**config.mk**
```make
export PLATFORM = sky130hd
export DESIGN_NAME = chav_front
export DESIGN_NICKNAME = d
export VERILOG_FILES = /design/src/rtl/core/chav_pkg.sv /design/src/rtl/core/chav_front.sv
export SDC_FILE = /design/constraint.sdc
export NUM_CORES = 1
export LEC_CHECK = 0
export ABC_AREA = 1
export BUFFER_PORTS_ARGS = -buffer_cell sky130_fd_sc_hd__buf_4
export CAP_MARGIN = 10
export CELL_PAD_IN_SITES_DETAIL_PLACEMENT = 1
export CELL_PAD_IN_SITES_GLOBAL_PLACEMENT = 2
export CORE_ASPECT_RATIO = 0.5
export CORE_MARGIN = 3
export CORE_UTILIZATION = 11
export DETAILED_ROUTE_END_ITERATION = 8
export GPL_TIMING_DRIVEN = 1
export PLACE_DENSITY_LB_ADDON = 0.12
export SLEW_MARGIN = 5
export SYNTH_ARGS = -nofsm -noshare
export SYNTH_HDL_FRONTEND = slang
export SYNTH_SLANG_ARGS = --single-unit
```
**constraint.sdc**
```tcl
create_clock -name clk -period 1.1 [get_ports clk]
set_input_delay 0.055 -clock clk [delete_from_list [all_inputs] [get_ports clk]]
set_output_delay 0.055 -clock clk [all_outputs]
set_load 0.02 [all_outputs]
```
**src/rtl/core/chav_pkg.sv**
```systemverilog
// shared types, constants and helpers of the cascaded history averager
package chav_pkg;

  localparam int CHANNELS     = 4;
  localparam int LEVELS       = 5;
  localparam int SECOND_DEPTH = 60;
  localparam int MINUTE_DEPTH = 60;
  localparam int HOUR_DEPTH   = 24;
  localparam int DAY_DEPTH    = 365;
  localparam int YEAR_DEPTH   = 10;

  localparam int MAX_A = (SECOND_DEPTH > MINUTE_DEPTH) ? SECOND_DEPTH : MINUTE_DEPTH;
  localparam int MAX_B = (HOUR_DEPTH > DAY_DEPTH) ? HOUR_DEPTH : DAY_DEPTH;
  localparam int MAX_C = (MAX_A > MAX_B) ? MAX_A : MAX_B;
  localparam int MAX_DEPTH = (MAX_C > YEAR_DEPTH) ? MAX_C : YEAR_DEPTH;
  // position width, also holds the depth itself
  localparam int POS_W = $clog2(MAX_DEPTH + 1);
  localparam int IDX_W = 9;
  localparam int CMP_W = (POS_W > IDX_W) ? POS_W : IDX_W;

  localparam logic [2:0] LVL_SECOND = 3'd0;
  localparam logic [2:0] LVL_MINUTE = 3'd1;
  localparam logic [2:0] LVL_HOUR   = 3'd2;
  localparam logic [2:0] LVL_DAY    = 3'd3;
  localparam logic [2:0] LVL_YEAR   = 3'd4;

  localparam logic [1:0] CMD_RECORD = 2'd0;
  localparam logic [1:0] CMD_READ   = 2'd1;
  localparam logic [1:0] CMD_ZERO   = 2'd2;

  typedef struct packed {
    logic        mode;
    logic [1:0]  channel;
    logic [31:0] sample;
    logic [2:0]  level;
    logic [8:0]  entry_index;
  } item_t;

  typedef struct packed {
    logic [31:0] value;
    logic [2:0]  out_level;
    logic [1:0]  out_channel;
    logic        is_readback;
    logic        last;
  } result_t;

  typedef struct packed {
    logic [1:0]  kind;
    logic [1:0]  channel;
    logic [31:0] sample;
    logic [2:0]  level;
    logic [8:0]  entry_index;
  } cmd_t;

  function automatic logic [POS_W-1:0] depth_of(input logic [2:0] lvl);
    logic [POS_W-1:0] d;
    unique case (lvl)
      LVL_SECOND: d = POS_W'(SECOND_DEPTH);
      LVL_MINUTE: d = POS_W'(MINUTE_DEPTH);
      LVL_HOUR:   d = POS_W'(HOUR_DEPTH);
      LVL_DAY:    d = POS_W'(DAY_DEPTH);
      LVL_YEAR:   d = POS_W'(YEAR_DEPTH);
      default:    d = '0;
    endcase
    return d;
  endfunction

  function automatic logic in_range(input logic [2:0] lvl, input logic [8:0] idx);
    return (lvl <= LVL_YEAR) && (CMP_W'(idx) < CMP_W'(depth_of(lvl)));
  endfunction

endpackage

```
**src/rtl/core/chav_front.sv**
```systemverilog
// front end: config register, item acceptance and classification
module chav_front (
  input  logic                clk,
  input  logic                rst,
  input  logic                cfg_we,
  input  logic [2:0]          cfg_data,
  input  logic                item_valid,
  input  chav_pkg::item_t     item,
  output logic                item_stall,
  input  logic                q_full,
  output logic                push,
  output chav_pkg::cmd_t      cmd
);

  logic [2:0] active_channels;
  logic       accept;

  always_ff @(posedge clk) begin
    if (rst) begin
      active_channels <= '0;
    end else if (cfg_we) begin
      active_channels <= cfg_data;
    end
  end

  assign item_stall = q_full;
  assign accept     = item_valid && !q_full;

  always_comb begin
    cmd.channel     = item.channel;
    cmd.sample      = item.sample;
    cmd.level       = item.level;
    cmd.entry_index = item.entry_index;
    if (item.mode) begin
      // reads go to any channel, out of range answers zero
      cmd.kind = chav_pkg::in_range(item.level, item.entry_index) ?
                 chav_pkg::CMD_READ : chav_pkg::CMD_ZERO;
      push     = accept;
    end else begin
      // records on inactive channels are dropped here
      cmd.kind = chav_pkg::CMD_RECORD;
      push     = accept && ({1'b0, item.channel} < active_channels);
    end
  end

endmodule

```
# Yosys cells after proc, flatten, opt, wreduce, memory -nomap -nowiden
# Index checks and enable logic that the tools add are counted.
# classes
magnitude_cmp	3
n_eq_ne	4
mux	5
reduce_logical	6
# op_table
op	count
$pmux W9 S4	1
$lt A9 B9 Y1	1
$mux W9	1
$eq A3 B2 Y1 const B	2
$mux W2	2
$eq A3 B1 Y1 const B	1
$eq A3 B3 Y1 const B	1
$le A3 B3 Y1 const B	1
$logic_and A1 B1 Y1	3
$logic_not A3 Y1	1
$lt A2 B3 Y1	1
$reduce_or A2 Y1	1
$logic_not A1 Y1	1
$mux W1	1
# word_totals
register_bits	3

# Depth between registers and ports, before layout
# Gate-level depths: netlist of run 1.
# depth
word_depth	8
depth_mapped	12

# Least setup slack after synthesis of run 1
# No wires, ideal clock.
# synth_timing
path_type	reg-to-output
startpoint	reg active_channels[1]
endpoint	out push
arrival_time_ns	1.249
required_time_ns	1.045
slack_ns	-0.204
stages_incl_launch_ff	6
path_buffers	0
cell_sequence	dfxtp_1 -> inv_1 -> ha_1 -> o21ai_0 -> nand2_1 -> a211oi_1
# synth_via
elab_chain_cells	3
# synth_lines
item	line	rtl
start: declaration	chav_front.sv:15	logic [2:0] active_channels;
start signal: assignment	chav_front.sv:22	active_channels <= cfg_data;
$lt A2 B3 Y1	chav_front.sv:42	push = accept && ({1'b0, item.channel} < active_channels);
$logic_and A1 B1 Y1	chav_front.sv:42	
$mux W1	chav_front.sv:34	if (item.mode) begin
end: declaration	chav_front.sv:11	output logic push,
# Every way passes these cells.

# Worst setup path in the final report of run 1
# Ends and elaborated chain as after synthesis.

==> reports/qor.yml, run 1 <==
clock_network:
  cts_tree: "done"
  clk_pin_slew_ns: 0.03
  cts_buffer_depth: 2
  clock_latency_ns: 0.22
  cts.sinks: 3
  ctsHoldBuffers: 0
  numCtsBuffers: 3
  htree_levels: 1
  cts_root_buf: "clkbuf_16"
routing:
  wl_per_cell_um: 9.07
  drt.antenna.violating_nets: 0
  route.detailed.drc: 0
  wl_um: 1880
  drt-initial-drc-count: 7
  vias: 597
  vias_per_cell: 2.88
  dr.pass1.iters: 2
floorplanning:
  core_area_um2: 6410
  initial_utilization: 0.120
  io_pins: 105
  die_area_um2: 8110
  rows: 20
  die_h_um: 65.2
  die_w_um: 124
min_path:
  worstHoldPathCells: 2
  holdPathEnd: "active_channels[2]"
  min_from: "rst"
  hp-class: "in2reg"
final_layout:
  seq_area_um2: 61.3
  largest_reg_flops: 3
  nFillCells: 770
  layout.cells.most_common_list: "buf_4 (42), inv_1 (11), nand2_1 (10), nand2_2 (8), ha_4 (6)"
  top_regs: "active_channels (3)"
  layout_commonest_cell: "buf_4"
  antenna_cells: 0
  area_growth_pct: 50.2
  layout.nets: 183
  drive_gt1_frac: 0.706
  regMostFlops: "active_channels"
  final_core_utilization: 0.181
  multi_input_area_um2: 460
worst_setup_path:
  cp_data_arrival_time_ns: 1.28
  r2r_end: "active_channels[1]"
  r2r_cells: 4
  crit_type: "reg2out"
  cp.required_ns: 1.04
  worstPathMaxFanout: 2
  path_buf_inv: 2
  cp_slowest_stage_delay_ns: 0.30
  critPathTopFamily: "flip-flops"
  reg2reg_from: "active_channels[1]"
  crit_path_start_kind: "flop"
  crit_chain: "inv_2 > ha_4 > o21ai_4 > nand2_2 > a211oi_4 > buf_6"
  cp_slowest_cell: "dfxtp_2"
  reg2reg_slack_ns: 0.22
  end_kind: "output pin"
yosys:
  yosys.area.top_type: "buf_4"
  ys_top_cells_by_area: "buf_4 (46%), ha_1 (13%), nand2_1 (8.3%)"
  synth-seq-area-share: 0.0779
  ys_seq_elements: 3
  yosysUniqueCellTypes: 15
  yosys.area.top_type_share: 0.458
  syn_inst: 114
  synth_nets: 177
  syn_area_um2: 771
  yosys_warnings: 0
  syn_avg_cell_area_um2: 6.76
global_routing:
  grt_antenna_before_repair: 0
  grt_pass1_vias: 640
  grt_max_degree: 7
  grt_usage: 0.0460
  grt-ovfl-total: 0
  grt_pass1_wl_um: 3060
status:
  status: "finished, violations left"
  violations: "negative setup slack"
timing:
  fin_crit_sh: 1.21
  whs_ns: 0.0150
  tightest_slew_ns: 0.188
  layout_setup_ws_ns: -0.235
  relSlewSlack: 0.874
  fmax_ghz: 0.749
  skew_ns: 0
  period_needed_ns: 1.33
  finalMaxSlewViolations: 0
  rsz0062_at_grt: "true"
  hold_viol: 0
  setup_viol: 3
placement:
  gp_congestion: 0.672
  dp_hpwl_um: 1620
  numPortBuffers: 40
power:
  peakVddDrop_mv: 1.18
  p_leak_nw: 0.528
  power_density_nw_per_um2: 963
  total_power_mw: 1.11
job:
  maxCapViolations: 0
-- area by class of cell --
type / instances / share of cell area
Timing Repair Buffer: 48 / 0.337
Sequential cell: 3 / 0.0530
Tap cell: 88 / 0.0951
Inverter: 15 / 0.0486
Multi-Input combinational cell: 49 / 0.398
Clock buffer: 4 / 0.0681
-- cell families (layout without fill, tap and decap cells) --
| logic type | count (synthesis) | count (layout) | share of synthesized area |
|---|---|---|---|
| fa+ha+maj | 8 | 8 | 0.130 |
| compound gates | 8 | 8 | 0.0649 |
| simple gates | 33 | 33 | 0.196 |
| buf+inv | 62 | 67 | 0.531 |
| flops | 3 | 3 | 0.0779 |
-- layer usage --
layer | up-vias | wire, µm | global-route usage
met4 | 0 | 23 | 0.0137
met2 | 26 | 845 | 0.0699
met3 | 8 | 164 | 0.0219
met5 | - | 0 | 0
met1 | 249 | 845 | 0.0580
li1 | 314 | - | -
-- where the power goes --
group          internal (mW)  leakage [nW]  total (mW)  switching, mW
registers              0.117        0.0252       0.120        0.00265
logic                  0.217         0.465       0.426          0.209
clock network          0.478        0.0382       0.569         0.0913
-- cell usage after synthesis (all sizes together) --
cell type  count
a211oi         3
a21boi         1
a21oi          2
buf           47
dfxtp          3
ha             8
inv           15
nand2         19
nand3          2
nor2          12
o21ai          2
-- through the flow --
stage	setup TNS [ns]	cells	setup slack [ns]	instance area, µm²
after global routing	-0.919	207	-0.319	1160
after detailed placement	-0.893	200	-0.389	878
after floorplan	-0.0332	114	-0.0187	783
after global placement	-0.861	200	-0.389	878
after CTS	-0.784	206	-0.282	1100
final	-0.676	207	-0.235	1160
-- how the worst max path moves through the flow --
stage                                  start      end  depth (start not counted)
after floorplan                      item[9]  cmd[46]                         11
after global placement               item[9]  cmd[47]                         14
after detailed placement             item[9]  cmd[47]                         14
after CTS                 active_channels[1]     push                          6
after global routing                item[10]  cmd[46]                         13
final                     active_channels[1]     push                          6
-- timing repair --
| action | CTS | global route |
|---|---|---|
| pin swaps | 12 | 9 |
| buffers inserted | 2 | 1 |
| gates resized for setup | 31 | 9 |
| setup endpoints to repair | 3 | 3 |
| gates cloned | 0 | 0 |
No activity file was read; power rests on OpenSTA's default activity.
==> run 2, diff against run 1 <==
- ABC_AREA: 1 -> not set
==> reports/qor.yml, run 2 <==
worst_setup_path:
  cp_data_arrival_time_ns: 1.69  # was 1.28 ns
  critPathLaunch: "item[11]"  # was active_channels[1]
  cp_slowest_stage_delay_ns: 0.32  # was 0.30 ns
  crit_path_start_kind: "input port"  # was flop
  crit_path_frequent_cell: "a211o_1"
  end_kind: "output pin"  # unchanged
  crit_type: "in2out"  # was reg2out
  critical_path.endpoint: "cmd[46]"  # was push
  critPathTopFamily: "compound AO/OA/AOI/OAI gates"  # was flip-flops
  path_buf_inv: 2  # unchanged
  worstPathMaxFanout: 4  # was 2
  r2r_cells: 3  # was 4
  reg2reg_slack_ns: 0.38  # was 0.22 ns
  crit_chain: "buf_8 > nand3b_1 > ha_1 > a211o_1 > a211o_1 > a211oi_2 > and2_4 > buf_6"  # was inv_2 > ha_4 > o21ai_4 > nand2_2 > a211oi_4 > buf_6
  reg2reg_from: "active_channels[1]"  # unchanged
  cp_slowest_cell: "ha_1"  # was dfxtp_2
  r2r_end: "active_channels[1]"  # unchanged
  cp.depth: 8  # was 6
  cp.required_ns: 1.04  # about the same
global_routing:
  grt_antenna_before_repair: 0  # unchanged
  grt_pass1_wl_um: 2730  # was 3060 µm
  grt-ovfl-total: 0  # unchanged
  grt_pass1_vias: 570  # was 640
  grt_usage: 0.0462  # was 0.0460
  grt_max_degree: 7  # unchanged
final_layout:
  regMostFlops: "active_channels"  # unchanged
  seq_area_um2: 61.3  # unchanged
  top_regs: "active_channels (3)"  # unchanged
  nFillCells: 758  # was 770
  layout_commonest_cell: "buf_4"  # unchanged
  antenna_cells: 0  # unchanged
  final_area_um2: 971  # was 1160 µm²
  layout.nets: 157  # was 183
  layout.cells.most_common_list: "buf_4 (46), ha_1 (6), nor2_1 (4), mux2i_1 (3), clkbuf_16 (3)"  # was buf_4 (42), inv_1 (11), nand2_1 (10), nand2_2 (8), ha_4 (6)
  largest_reg_flops: 3  # unchanged
  area_growth_pct: 36.1  # was 50.2%
  drive_gt1_frac: 0.645  # was 0.706
  final_core_utilization: 0.157  # was 0.181
  multi_input_area_um2: 342  # was 460 µm²
job:
  maxCapViolations: 0  # unchanged
timing:
  rsz0062_at_grt: "true"  # unchanged
  whs_ns: 0.00643  # was 0.0150 ns
  layout_setup_ws_ns: -0.645  # was -0.235 ns
  hold_viol: 0  # unchanged
  fin_tns_setup_ns: -1.47  # was -0.676 ns
  setup_viol: 3  # unchanged
  finalMaxSlewViolations: 0  # unchanged
  fin_crit_sh: 1.59  # was 1.21
  tightest_slew_ns: 0.262  # was 0.188 ns
  fmax_ghz: 0.573  # was 0.749 GHz
  relSlewSlack: 0.823  # was 0.874
  period_needed_ns: 1.74  # was 1.33 ns
  skew_ns: 0  # unchanged
clock_network:
  clk_pin_slew_ns: 0.03  # about the same
  cts.sinks: 3  # unchanged
  cts_buffer_depth: 2  # unchanged
  ctsHoldBuffers: 0  # unchanged
  clock_latency_ns: 0.23  # was 0.22 ns
  htree_levels: 1  # unchanged
  cts_tree: "done"  # unchanged
  cts_root_buf: "clkbuf_16"  # unchanged
  numCtsBuffers: 3  # unchanged
min_path:
  hp-class: "in2reg"  # unchanged
yosys:
  ys_top_cells_by_area: "buf_4 (49%), ha_1 (14%), dfxtp_1 (8.4%)"  # was buf_4 (46%), ha_1 (13%), nand2_1 (8.3%)
  async_reset_ff_frac: 0  # unchanged
  syn_avg_cell_area_um2: 8.10  # was 6.76 µm²
  synthFlopType: "dfxtp_1"  # unchanged
  yosys_warnings: 0  # unchanged
  yosysUniqueCellTypes: 22  # was 15
  synth-edff-count: 0  # unchanged
  syn_area_um2: 713  # was 771 µm²
  ys_seq_elements: 3  # unchanged
  synth_most_common_cell: "buf_4"  # unchanged
  syn_inst: 88  # was 114
  yosys.area.top_type: "buf_4"  # unchanged
  yosys.area.top_type_share: 0.495  # was 0.458
  synth.top_cells.by_count: "buf_4 (47), ha_1 (8), nor2_1 (4)"  # was buf_4 (47), nand2_1 (17), inv_1 (15)
  synth_nets: 151  # was 177
  synth-seq-area-share: 0.0842  # was 0.0779
placement:
  numPortBuffers: 40  # unchanged
  dp_hpwl_um: 1500  # was 1620 µm
  gp_congestion: 0.615  # was 0.672
  placed_cell_area_um2: 831  # was 878 µm²
  post-place-ws_ns: -0.689  # was -0.389 ns
routing:
  wl_per_cell_um: 9.83  # was 9.07 µm
  vias: 524  # was 597
  wl_um: 1780  # was 1880 µm
  vias_per_cell: 2.90  # was 2.88
  drt-initial-drc-count: 19  # was 7
  dr.pass1.iters: 4  # was 2
  route.detailed.drc: 0  # unchanged
  drt.antenna.violating_nets: 0  # unchanged
power:
  p_leak_nw: 0.460  # was 0.528 nW
  power_density_nw_per_um2: 1060  # was 963 nW/µm²
  peakVddDrop_mv: 0.532  # was 1.18 mV
floorplanning:
  die_area_um2: 7540  # was 8110 µm²
  die_h_um: 62.9  # was 65.2 µm
  core_area_um2: 6180  # was 6410 µm²
  io_pins: 105  # unchanged
  die_w_um: 120  # was 124 µm
  initial_utilization: 0.115  # was 0.120
  rows: 20  # unchanged
status:
  status: "finished, violations left"  # unchanged
  violations: "negative setup slack"  # unchanged
-- run 2: cell types whose count changed after synthesis, moves of 2 or more --
cell      before  now
nor2_1        10    4
mux2i_1        0    3
a211oi_1       3    0
a21o_1         0    2
nand3_2        2    0
nand2_2        2    0
inv_1         15    2
a211o_1        0    2
nand2_1       17    2
-- run 2: cells by family after synthesis --
group           after synthesis  synth area share
compound gates               11             0.116
buf+inv                      49             0.505
simple gates                 14             0.112
fa+ha+maj                     8             0.140
mux                           3            0.0421
flops                         3            0.0842
-- run 2: how the worst min path moves through the flow --
stage                     startpoint            endpoint  slack (ns)  depth (start not counted)
after global placement      item[15]             cmd[15]        0.11                          0
after CTS                        rst  active_channels[1]        0.01                          2
after global routing             rst  active_channels[1]        0.02                          2
after floorplan                  rst  active_channels[0]        0.13                          1
after detailed placement    item[15]             cmd[15]        0.11                          0
final                            rst  active_channels[1]       0.006                          2
-- run 2: worst register-to-register path, stage by stage, from the launching register on --
cell,delay (ns)
dfxtp_2,0.31
buf_4,0.12
mux2i_1,0.11
nor2_1,0.06
-- run 2: cell type report --
class	count	area share
Multi-Input combinational cell	36	0.352
Inverter	2	0.00773
Timing Repair Buffer	48	0.383
Tap cell	88	0.113
Clock buffer	4	0.0812
Sequential cell	3	0.0631
-- run 2: timing repair --
action,CTS,global route
pin swaps,2,7
resized for setup,8,2
setup endpoints to repair,3,3
cloned,0,0
buffers inserted,0,1
-- run 2: power breakdown --
part,switching [mW],total (mW),internal [mW],leakage (nW)
logic,0.149,0.327,0.178,0.397
clock network,0.106,0.585,0.479,0.0382
registers,0.00424,0.121,0.117,0.0251
-- run 2: routing by layer --
layer,GRT usage,up-vias,wire [µm]
li1,-,259,-
met1,0.0525,228,765
met2,0.0716,28,815
met3,0.0217,9,162
met4,0.0257,0,36
met5,0,-,0
-- run 2: per-stage QoR --
step                instances  power, mW
finish                    181       1.03
global route              181       1.09
CTS                       180       1.05
detailed placement        176      0.427
global placement          176      0.429
floorplan                  88      0.457
