$ cat src/rtl/core/chav_pkg.sv
// shared types, constants and helpers of the cascaded history averager
package chav_pkg;

  localparam int CHANNELS     = 4;
  localparam int LEVELS       = 5;
  localparam int SECOND_DEPTH = 60;
  localparam int MINUTE_DEPTH = 60;
  localparam int HOUR_DEPTH   = 24;
  localparam int DAY_DEPTH    = 365;
  localparam int YEAR_DEPTH   = 10;

  localparam int MAX_A = (SECOND_DEPTH > MINUTE_DEPTH) ? SECOND_DEPTH : MINUTE_DEPTH;
  localparam int MAX_B = (HOUR_DEPTH > DAY_DEPTH) ? HOUR_DEPTH : DAY_DEPTH;
  localparam int MAX_C = (MAX_A > MAX_B) ? MAX_A : MAX_B;
  localparam int MAX_DEPTH = (MAX_C > YEAR_DEPTH) ? MAX_C : YEAR_DEPTH;
  // position width, also holds the depth itself
  localparam int POS_W = $clog2(MAX_DEPTH + 1);
  localparam int IDX_W = 9;
  localparam int CMP_W = (POS_W > IDX_W) ? POS_W : IDX_W;

  localparam logic [2:0] LVL_SECOND = 3'd0;
  localparam logic [2:0] LVL_MINUTE = 3'd1;
  localparam logic [2:0] LVL_HOUR   = 3'd2;
  localparam logic [2:0] LVL_DAY    = 3'd3;
  localparam logic [2:0] LVL_YEAR   = 3'd4;

  localparam logic [1:0] CMD_RECORD = 2'd0;
  localparam logic [1:0] CMD_READ   = 2'd1;
  localparam logic [1:0] CMD_ZERO   = 2'd2;

  typedef struct packed {
    logic        mode;
    logic [1:0]  channel;
    logic [31:0] sample;
    logic [2:0]  level;
    logic [8:0]  entry_index;
  } item_t;

  typedef struct packed {
    logic [31:0] value;
    logic [2:0]  out_level;
    logic [1:0]  out_channel;
    logic        is_readback;
    logic        last;
  } result_t;

  typedef struct packed {
    logic [1:0]  kind;
    logic [1:0]  channel;
    logic [31:0] sample;
    logic [2:0]  level;
    logic [8:0]  entry_index;
  } cmd_t;

  function automatic logic [POS_W-1:0] depth_of(input logic [2:0] lvl);
    logic [POS_W-1:0] d;
    unique case (lvl)
      LVL_SECOND: d = POS_W'(SECOND_DEPTH);
      LVL_MINUTE: d = POS_W'(MINUTE_DEPTH);
      LVL_HOUR:   d = POS_W'(HOUR_DEPTH);
      LVL_DAY:    d = POS_W'(DAY_DEPTH);
      LVL_YEAR:   d = POS_W'(YEAR_DEPTH);
      default:    d = '0;
    endcase
    return d;
  endfunction

  function automatic logic in_range(input logic [2:0] lvl, input logic [8:0] idx);
    return (lvl <= LVL_YEAR) && (CMP_W'(idx) < CMP_W'(depth_of(lvl)));
  endfunction

endpackage

$ cat src/rtl/core/chav_queue.sv
// two entry command queue between front and back
module chav_queue (
  input  logic            clk,
  input  logic            rst,
  input  logic            push,
  input  chav_pkg::cmd_t  din,
  input  logic            pop,
  output chav_pkg::cmd_t  dout,
  output logic            full,
  output logic            empty
);

  chav_pkg::cmd_t ent [2];
  logic           wp;
  logic           rp;
  logic [1:0]     cnt;

  assign full  = (cnt == 2'd2);
  assign empty = (cnt == 2'd0);
  assign dout  = ent[rp];

  always_ff @(posedge clk) begin
    if (push) begin
      ent[wp] <= din;
    end
  end

  always_ff @(posedge clk) begin
    if (rst) begin
      wp  <= 1'b0;
      rp  <= 1'b0;
      cnt <= '0;
    end else begin
      if (push) begin
        wp <= ~wp;
      end
      if (pop) begin
        rp <= ~rp;
      end
      case ({push, pop})
        2'b10:   cnt <= cnt + 2'd1;
        2'b01:   cnt <= cnt - 2'd1;
        default: cnt <= cnt;
      endcase
    end
  end

endmodule

$ cat config.mk
export PLATFORM = sky130hd
export DESIGN_NAME = chav_queue
export DESIGN_NICKNAME = d
export VERILOG_FILES = /design/src/rtl/core/chav_pkg.sv /design/src/rtl/core/chav_queue.sv
export SDC_FILE = /design/constraint.sdc
export NUM_CORES = 1
export LEC_CHECK = 0
export BUFFER_PORTS_ARGS = -buffer_cell sky130_fd_sc_hd__buf_2
export CAP_MARGIN = 20
export CELL_PAD_IN_SITES_DETAIL_PLACEMENT = 2
export CELL_PAD_IN_SITES_GLOBAL_PLACEMENT = 2
export CORE_UTILIZATION = 30
export DETAILED_ROUTE_END_ITERATION = 8
export PLACE_DENSITY = 0.72
export SYNTH_ARGS = -nofsm -noshare
export SYNTH_HDL_FRONTEND = slang
export SYNTH_SLANG_ARGS = --single-unit
$ cat constraint.sdc
create_clock -name clk -period 7.4 [get_ports clk]
set_clock_uncertainty 0.1 [all_clocks]
set_input_delay 0.74 -clock clk [delete_from_list [all_inputs] [get_ports clk]]
set_output_delay 0.74 -clock clk [all_outputs]
set_load 0.05 [all_outputs]
# Word level (Yosys, flattened, before mapping)

Memory sizes are Yosys's and may differ from the RTL's. A register that Yosys moved wholly into a read port is not among the register bits.
Index checks and enable logic that the tools add are counted.
W data, S select, Z words.

Register bits: 4
RAM bits: 96
Bits of input ports: 52
Output and inout bits: 50
Logic and storage cells: 18
Memories: 1

Add/subtract/negate cells: 2
Equal/unequal tests: 3
Mux-type cells: 5
Bitwise gates (word level): 2
Reductions and logical operators: 2

Memories:

| name | depth | bits a word | rd ports | clocked after Yosys merged registers in | write ports | RTL line         | RTL |
|---|---|---|---|---|---|---|---|
| ent  | 2     | 48          | 1        | 1                                       | 1           | chav_queue.sv:13 | `chav_pkg::cmd_t ent [2];` |

Operators by type and width:

| operator              | count |
|---|---|
| $eq A2 B2 Y1 const B  | 2 |
| $mux W1               | 4 |
| $pmux W2 S2           | 1 |
| $add A2 B1 Y2 const B | 1 |
| $eq A2 B1 Y1 const B  | 1 |
| $logic_not A2 Y1      | 1 |
| $not A1 Y1            | 2 |
| $reduce_bool A2 Y1    | 1 |
| $sub A2 B1 Y2 const B | 1 |

# Logic depth before layout (Yosys ltp)

Gate-level depths: netlist of run 1.

Word-level depth: 3
Gate-level depth with buffers: 5
Depth with buffers taken out: 5

# Worst setup path before layout of run 1

No wires, ideal clock.

Kind: input to register
Start: input port push
End: memory ent[0][0] (netlist name) (enable)
Library setup time: 0.455 ns
Arrival: 2.814 ns
Required time: 6.845 ns
Slack: 4.031 ns
Stages on the path: 2
Buffers on the path: 0
Cell sequence: inv_1 -> nor2_1

Longest elaborated chain between the ends: 2

RTL lines:

| what                          | RTL line         | RTL |
|---|---|---|
| start, declared               | chav_queue.sv:5  | `input logic push,` |
| $mux W1                       | chav_queue.sv:23 | `if (push) begin` |
| $mux W1 (implied by the code) | chav_queue.sv:24 | `ent[wp] <= din;` |
| end, declared                 | chav_queue.sv:13 |  |

No other way between the ends.

==> metrics, run 1 <==
Setup crit end kind output port; CP delay by family, top flip-flops; H-Tree Depth 3; post-synthesis net count 224; RePlAce Congestion 0.614; register area share after synthesis 81.5%; die area 0.0126 mm^2; share of cells above drive strength 1 between 50% and 60%; row cnt 39; CP Data Required Time approximately 6.6 ns; GRT overflow 0; worst IR drop on VDD 0.174 mV; io pins just over 100; pin count of the biggest net entering global routing 49; Worst-Skew Late Latency about 0.33 ns; Synth top area share 78.8%; Die Y about 110 um; Resized cells post-CTS 0; vias in the first global route 2130; maximum buffer depth of the clock tree 2; crit-path max cell delay 0.69 ns; Worst slew margin 53.2%; CTS tree done; via/cell ratio 4.47; global-route wire length before repair 11000 um; status finished, final reports clean; Post-CTS Setup Inserts 0; Post-Syn Area 0.00366 mm^2; worst slew pin tran 0.701 ns; number of synthesis warnings 0; commonest non-fill, non-tap cell in the layout buf_2; initial core utilization 31.4%; DRC 0; Worst-path clk slew 0.06 ns; Detail Placement HPWL 4680 um; WP data arrival approximately 2.1 ns; initial antenna violation count 0; crit-path cells buf_4 -> mux2_2 -> buf_2; fillcell total 1124; drt pass-1 iters 4; final WL approximately 7000 um; final period utilization 40.0%; WL/cell 16.3 um; register area 0.00298 mm^2; die width 112 um; Tmin final 2.96 ns; Final ANT Viol Nets 0; Post-Synthesis Cells 171; RSZ-0062 raised after global routing false; input/output buffers just over 100; CP Buf/Inv Count 2; Synth Area per Inst 21.4 um^2; library cells used by synthesis 15; hold crit path type reg -> reg; Final Hold Fails 0; Setup crit start kind flip-flop; Final TNS setup 0 ns; pwr dens 305 mW/mm^2; final net count ~330; Cell Count Post-Placement between 400 and 500; area of the multi-input gates 651 um^2; Max-Cap Viols 0; P_leak between 1.5 and 2 nW; CP max stage cell dfxtp_2; CTS Buf Count 9; FMAX ~0.34 GHz; leading area contributor after synthesis edfxtp_1; hold buffers post-CTS 0; critical path class reg -> out; drt first-iter violations 53; post-route insts no fill 429; Vias 1919; Yosys reg bits 101; post-route core utilization 40.1%; Setup-failing EPs final 0; CP max FO 26; area grow syn2layout 27.8%; ranking of synthesized cells by area edfxtp_1 79%, mux2_2 15%, dfxtp_1 2.7%; CTS Sinks 101; Core Area 0.0117 mm^2; ANT cells 0; CTS Root Cell clkbuf_16; gr usage total 11.8%; Slew Limit Fails 0; commonest cells after routing, fill and taps aside 101 x buf_2, 96 x edfxtp_1, 48 x mux2_2
==> metal layers <==
metal	vias to the layer above	global-route usage, %	routed length [um]
li1	884	-	-
met1	956	12.6	2740
met2	68	21.4	3750
met3	11	3.94	385
met4	0	5.07	104
met5	-	0	0
==> stage by stage <==
stage                     hold slack, ns  power (mW)  cell area, um^2  worst slack [ns]
after floorplan                    0.361       0.861             3660              4.03
after global placement             0.386       0.918             4350              4.79
after detailed placement           0.403       0.924             4350              4.76
after CTS                          0.412        1.45             4680              4.37
after global routing               0.430        1.48             4680              4.32
final                              0.402        1.43             4680              4.44
==> power by group <==
part | leakage, nW | total, mW | internal (mW) | switching [mW]
registers | 0.943 | 0.680 | 0.666 | 0.0140
logic | 0.641 | 0.228 | 0.0649 | 0.163
clock network | 0.161 | 0.518 | 0.329 | 0.189
total | 1.75 | 1.43 | 1.06 | 0.366
==> worst reg2reg max path, cell delays in order (launching register included) <==
cell     delay [ns]
dfxtp_1        0.35
nor2_4         0.58
buf_4          0.47
==> Yosys cell counts (all sizes together) <==
cell	count
a21oi	1
and2	1
and2b	1
buf	5
dfxtp	5
edfxtp	96
ha	1
inv	1
mux2	48
nor2	6
o21ai	1
or3	1
xnor2	3
xor2	1
==> flip-flops by register name, summed over array words and instances, names as in the netlist, named ones only <==
signal  count
ent        96
rp          1
cnt         2
wp          1
==> layout make-up <==
cell class | count | share of cell area [%]
Clock buffer | 11 | 4.98
Clock inverter | 5 | 2.11
Inverter | 1 | 0.0803
Multi-Input combinational cell | 64 | 13.9
Sequential cell | 101 | 63.8
Tap cell | 143 | 3.83
Timing Repair Buffer | 104 | 11.3
==> cell families (layout without fill, tap and decap cells) <==
kind of cell	count (synthesis)	after routing	synth area share (%)
xor+xnor	4	4	0.958
buf+inv	6	121	0.923
simple gates	9	9	1.20
flops	101	101	81.5
fa+ha+maj	1	1	0.342
mux	48	48	14.8
compound gates	2	2	0.273
==> final timing paths <==
kind	from	endpoint	slack (ns)	cells after the start
min	cnt[1]	cnt[1]	0.40	2
max reg2reg	wp	ent[0][39]	5.55	2
min reg2reg	cnt[1]	cnt[1]	0.40	2
max	flip-flop	dout[27]	4.44	3
No activity file was read; power rests on OpenSTA's default activity.
==> inputs of run 2 (changes only) <==
==> constraint.sdc (replaced) <==
create_clock -name clk -period 3 [get_ports clk]
set_clock_uncertainty 0.1 [all_clocks]
set_input_delay 0.3 -clock clk [delete_from_list [all_inputs] [get_ports clk]]
set_output_delay 0.3 -clock clk [all_outputs]
set_load 0.05 [all_outputs]
==> run 2 against run 1 <==
  * Utilization fell by 0.21 points
  * Via count fell by 0.99%
  * Highest routed layer unchanged
  * Critical path type unchanged
  * Clock-buffer cell count fell by 1
  * Setup slack got worse by 3.8 ns
  * Combinational power rose by 150%
  * Clock power rose by 100%
  * Register-to-register slack got worse by 4.3 ns
  * Largest cell class unchanged
==> metrics, run 2 (synthesis results as in run 1) <==
status finished, final reports clean; P_leak 1.72 nW (-1.5%); drt first-iter violations 62 (+17%); Slew Limit Fails 0 (unchanged); register with the most flip-flops ent; Die Y 112 um (unchanged); Worst-Skew Late Latency 0.34 ns (about the same); row cnt 39 (unchanged); M3 GR Usage 4.05% (+0.11 points); hold buffers post-CTS 0 (unchanged); hold crit path type in -> reg; worst slew pin tran 0.772 ns (+0.0716 ns); initial core utilization 31.4% (unchanged); CTS Buf Count 9 (unchanged); drt pass-1 iters 4 (unchanged); critical path class reg -> out; Detail Placement HPWL 4880 um (+4.2%); Largest register FFs 96 (unchanged); worst IR drop on VDD 0.328 mV (+89%); WL/cell 16.7 um (+2.3%); largest registers ent x96, cnt x2; Max-Cap Viols 0 (unchanged); die width 112 um (unchanged); Tmin final 2.31 ns; Final TNS setup 0 ns (unchanged); share of cells above drive strength 1 59.1% (unchanged); Setup crit start kind flip-flop; final WL 7140 um (+2.3%); commonest cells after routing, fill and taps aside 101 x buf_2, 96 x edfxtp_1, 48 x mux2_2; DRC 0 (unchanged); post-route insts no fill 429 (unchanged); initial antenna violation count 0 (unchanged); Worst slew margin 48.4% (-4.8 points); busiest grt layer met2; Worst-path clk slew 0.07 ns (about the same); RePlAce Congestion 0.644 (+5.0%); global-route wire length before repair 11000 um (+0.44%); final worst setup slack 0.687 ns (-3.75 ns); WP data arrival 1.91 ns (-0.21 ns); GRT overflow 0 (unchanged); final hold slack 0.0439 ns (-0.358 ns); commonest non-fill, non-tap cell in the layout buf_2; Resized cells post-CTS 0 (unchanged); CTS tree done; pre-CTS setup slack 0.987 ns (-3.78 ns); post-route cell area 0.00465 mm^2 (-0.54%); vias in the first global route 2097 (-1.5%); CP delay by family, top flip-flops; CP Buf/Inv Count 2 (unchanged); H-Tree Depth 3 (unchanged); final period utilization between 70% and 80%; Setup-failing EPs final 0 (unchanged); post-route core utilization 39.9% (-0.21 points); final net count 334 (unchanged); Setup crit end kind output port; area grow syn2layout 27.2%; pin count of the biggest net entering global routing 27 (-45%); CTS Sinks 101 (unchanged); io pins 102 (unchanged); post-placement cell area 0.00438 mm^2 (+0.86%); CP max FO 26 (unchanged); Vias 1900 (-0.99%); RSZ-0062 raised after global routing false; crit-path max cell delay 0.71 ns (+0.02 ns); Final ANT Viol Nets 0 (unchanged); CP max stage cell dfxtp_2; FMAX around 0.43 GHz; via/cell ratio 4.43 (-0.99%); met1 Resource Use GR 12.7% (+0.12 points); Core Area 0.0117 mm^2 (unchanged); Cell Count Post-Placement 413 (unchanged); Power, Total 3.29 mW (+130%); gr usage total 12.0% (+0.21 points); CTS Root Cell clkbuf_16; Post-CTS Setup Inserts 0 (unchanged); ANT cells 0 (unchanged); CP Data Required Time 2.60 ns (-3.96 ns); maximum buffer depth of the clock tree 2 (unchanged); met2 Track Usage GR 21.6% (+0.25 points); crit-path cells buf_12 -> mux2_2 -> buf_2; die area 0.0126 mm^2 (unchanged); input/output buffers 101 (unchanged); pwr dens 708 mW/mm^2 (+130%); Final Hold Fails 0 (unchanged)
==> run 2: cell types whose count changed in the layout (fill, tap and decap cells not counted) <==
cell and change:
clkinv_4 +2, buf_12 +3, clkinv_1 +1, clkinvlp_4 +2, clkbuf_1 -1, buf_4 -3
clkinv_2 -1, bufinv_16 -3
==> run 2: routing by layer <==
| layer | wire (um) | part of all wire (%) | up-vias |
|---|---|---|---|
| met5 | 0 | 0 | - |
| met4 | 125 | 1.7 | 0 |
| met3 | 422 | 5.9 | 11 |
| met2 | 3910 | 55 | 68 |
| met1 | 2690 | 38 | 933 |
| li1 | - | - | 888 |
==> run 2: area by class of cell <==
class	count	area, um^2
clock buffer	10	229
clock inverter	6	40.0
fill	1121	7010
inverter	1	3.75
multi-input combinational	64	651
sequential	101	2980
tap	143	179
timing repair buffer	104	566
==> run 2: final timing paths <==
check | endpoint | startpoint | cells past startpoint | slack [ns]
worst max register to register | ent[1][2] | wp | 2 | 1.29
worst min-delay path | ent[0][14] | din[14] | 1 | 0.04
worst min register to register | cnt[1] | cnt[1] | 2 | 0.43
worst max-delay path | dout[37] | flip-flop | 3 | 0.69
==> run 2: power by group <==
part           internal [mW]  leakage (nW)  switching [mW]
Clock                  0.559         0.124           0.485
Sequential              1.64         0.943          0.0361
Combinational          0.169         0.652           0.401
Total                   2.37          1.72           0.923
==> inputs of run 3 (changes only) <==
--- a/config.mk
+++ b/config.mk
@@ -11,7 +11,7 @@
 export CELL_PAD_IN_SITES_GLOBAL_PLACEMENT = 2
 export CORE_UTILIZATION = 30
 export DETAILED_ROUTE_END_ITERATION = 8
-export PLACE_DENSITY = 0.72
+export PLACE_DENSITY = 0.75
 export SYNTH_ARGS = -nofsm -noshare
 export SYNTH_HDL_FRONTEND = slang
 export SYNTH_SLANG_ARGS = --single-unit
==> constraint.sdc (replaced) <==
create_clock -name clk -period 2 [get_ports clk]
set_clock_uncertainty 0.1 [all_clocks]
set_input_delay 0.2 -clock clk [delete_from_list [all_inputs] [get_ports clk]]
set_output_delay 0.2 -clock clk [all_outputs]
set_load 0.05 [all_outputs]
==> run 3 against run 2 <==
  * First-iteration DRC count decreased by 3.2%
  * Die area unchanged
  * Sequential share of layout area decreased by 6.2 points
  * Hold slack got worse by 0.0016 ns
  * Non-clock buffer count increased by 52
  * Global-route usage increased by 1.5 points
  * Final cell count increased by 12%
  * Sequential power increased by 49%
  * Total power increased by 57%
  * Critical path type unchanged
  * Highest routed layer unchanged
==> metrics, run 3 (synthesis results as in run 1) <==
Final TNS setup 0 ns (unchanged); pin count of the biggest net entering global routing 27 (unchanged); met1 Resource Use GR 14.1% (+1.4 points); GRT overflow 0 (unchanged); H-Tree Depth 3 (unchanged); worst IR drop on VDD 0.481 mV (+47%); M3 GR Usage 4.32% (+0.27 points); vias in the first global route 2392 (+14%); final period utilization between 90 and 100%; Setup-failing EPs final 0 (unchanged); initial antenna violation count 0 (unchanged); Final Hold Fails 0 (unchanged); Worst-Skew Late Latency 0.34 ns (about the same); CTS Sinks 101 (unchanged); CP max stage cell mux2_2; Detail Placement HPWL 4860 um (-0.52%); Vias 2126 (+12%); via/cell ratio 4.42 (-0.20%); register with the most flip-flops ent; Core Area 0.0117 mm^2 (unchanged); drt first-iter violations 60 (-3.2%); final WL 7950 um (+11%); switching share of total power 27.4% (-0.61 points); register area 0.00298 mm^2 (unchanged); FMAX 0.527 GHz; clock power share 33.1% (+1.4 points); combinational share of power 18.4% (+1.1 points); CP max FO 22 (-15%); Power, Total 5.15 mW (+57%); Final ANT Viol Nets 0 (unchanged); drt pass-1 iters 4 (unchanged); CTS tree done; die area 0.0126 mm^2 (unchanged); gr usage total 13.6% (+1.5 points); RSZ-0062 raised after global routing false; commonest cells after routing, fill and taps aside 101 x buf_2, 96 x edfxtp_1, 49 x dlygate4sd3_1; Hold Startpoint pop; fillcell total 1087 (-3.0%); Worst-path clk slew 0.06 ns (about the same); row cnt 39 (unchanged); io pins 102 (unchanged); initial core utilization 31.4% (unchanged); die width 112 um (unchanged); post-route cell area 0.00515 mm^2 (+11%); commonest non-fill, non-tap cell in the layout buf_2; share of cells above drive strength 1 51.2% (-7.9 points); worst slew pin tran 0.383 ns (-0.389 ns); largest registers ent x96, cnt x2; crit-path max cell delay 0.39 ns (-0.32 ns); Worst slew margin 74.5% (+26 points); area of the multi-input gates 651 um^2 (unchanged); area grow syn2layout 40.9%; status finished, final reports clean; Max-Cap Viols 0 (unchanged); global-route wire length before repair 12600 um (+15%); pwr dens 1000 mW/mm^2 (+41%); Slew Limit Fails 0 (unchanged); DRC 0 (unchanged); met2 Track Usage GR 25.3% (+3.7 points); RePlAce Congestion 0.627 (-2.6%); Setup crit start kind flip-flop; Setup crit end kind output port; final hold slack 0.0423 ns (-0.00162 ns); maximum buffer depth of the clock tree 2 (unchanged); post-placement cell area 0.00437 mm^2 (-0.34%); CP Data Required Time 1.70 ns (-0.90 ns); crit-path cells buf_4 -> mux2_2 -> buf_2; Flop pwr share 48.5% (-2.5 points); WP data arrival 1.60 ns (-0.31 ns); ANT cells 0 (unchanged); Die Y 112 um (unchanged); critical path class reg -> out; final net count 386 (+16%); busiest grt layer met2; input/output buffers 101 (unchanged); P_leak 1.94 nW (+13%); hold crit path type in -> reg; sw power 1.41 mW (+53%); Tmin final 1.90 ns; Largest register FFs 96 (unchanged); CTS Buf Count 9 (unchanged); P_int 3.74 mW (+58%); CTS Root Cell clkbuf_16; WL/cell 16.5 um (-0.77%); RR Startpoint wp
[run 3: final cells by class]
cell class	instances	area share (%)
Clock buffer	10	4.44
Clock inverter	6	1.21
Inverter	1	0.0728
Multi-Input combinational cell	64	12.6
Sequential cell	101	57.9
Tap cell	143	3.47
Timing Repair Buffer	156	20.3
[run 3: worst paths after layout]
kind                                   end  slack [ns]  depth (start not counted)
worst min-delay path                    rp        0.04                          3
worst max register to register  ent[1][24]        0.60                          2
worst min register to register          rp        0.42                          2
worst max-delay path               dout[4]        0.10                          3
[run 3: critical path: cells and delay by family (launching register included)]
family,cells,cell delay (ns)
buffers and inverters,2,0.51
DFF,1,0.34
muxes,1,0.39
[run 3: through the flow]
step | worst slack, ns | util, % | cells
2_1_floorplan | 0.422 | - | 171
3_3_place_gp | 0.453 | 37.5 | 416
3_5_place_dp | 0.427 | 37.5 | 416
4_1_cts | 0.0461 | 44.2 | 481
5_1_grt | 0.0347 | 44.2 | 481
6_report | 0.103 | 44.2 | 481
[run 3: layer usage]
layer | up-vias | wire length (um)
met3 | 12 | 411
met1 | 1057 | 3130
li1 | 990 | -
met4 | 0 | 135
met5 | - | 0
met2 | 67 | 4270
[run 3: what timing repair did]
action | CTS | global route
hold buffers | 49 | 0
setup buffers | 0 | 0
gates resized for setup | 0 | 1
endpoints found under the setup margin | 0 | 2
endpoints found under the hold margin | 101 | 0
[run 3: power by group through the flow]
stage / Clock, mW / Sequential [mW] / Combinational (mW)
final: 1.71 / 2.50 / 0.949
after global routing: 1.83 / 2.51 / 1.00
after CTS: 1.77 / 2.50 / 0.957
after detailed placement: 0 / 2.55 / 0.879
after global placement: 0 / 2.54 / 0.862
after floorplan: 0 / 2.53 / 0.652
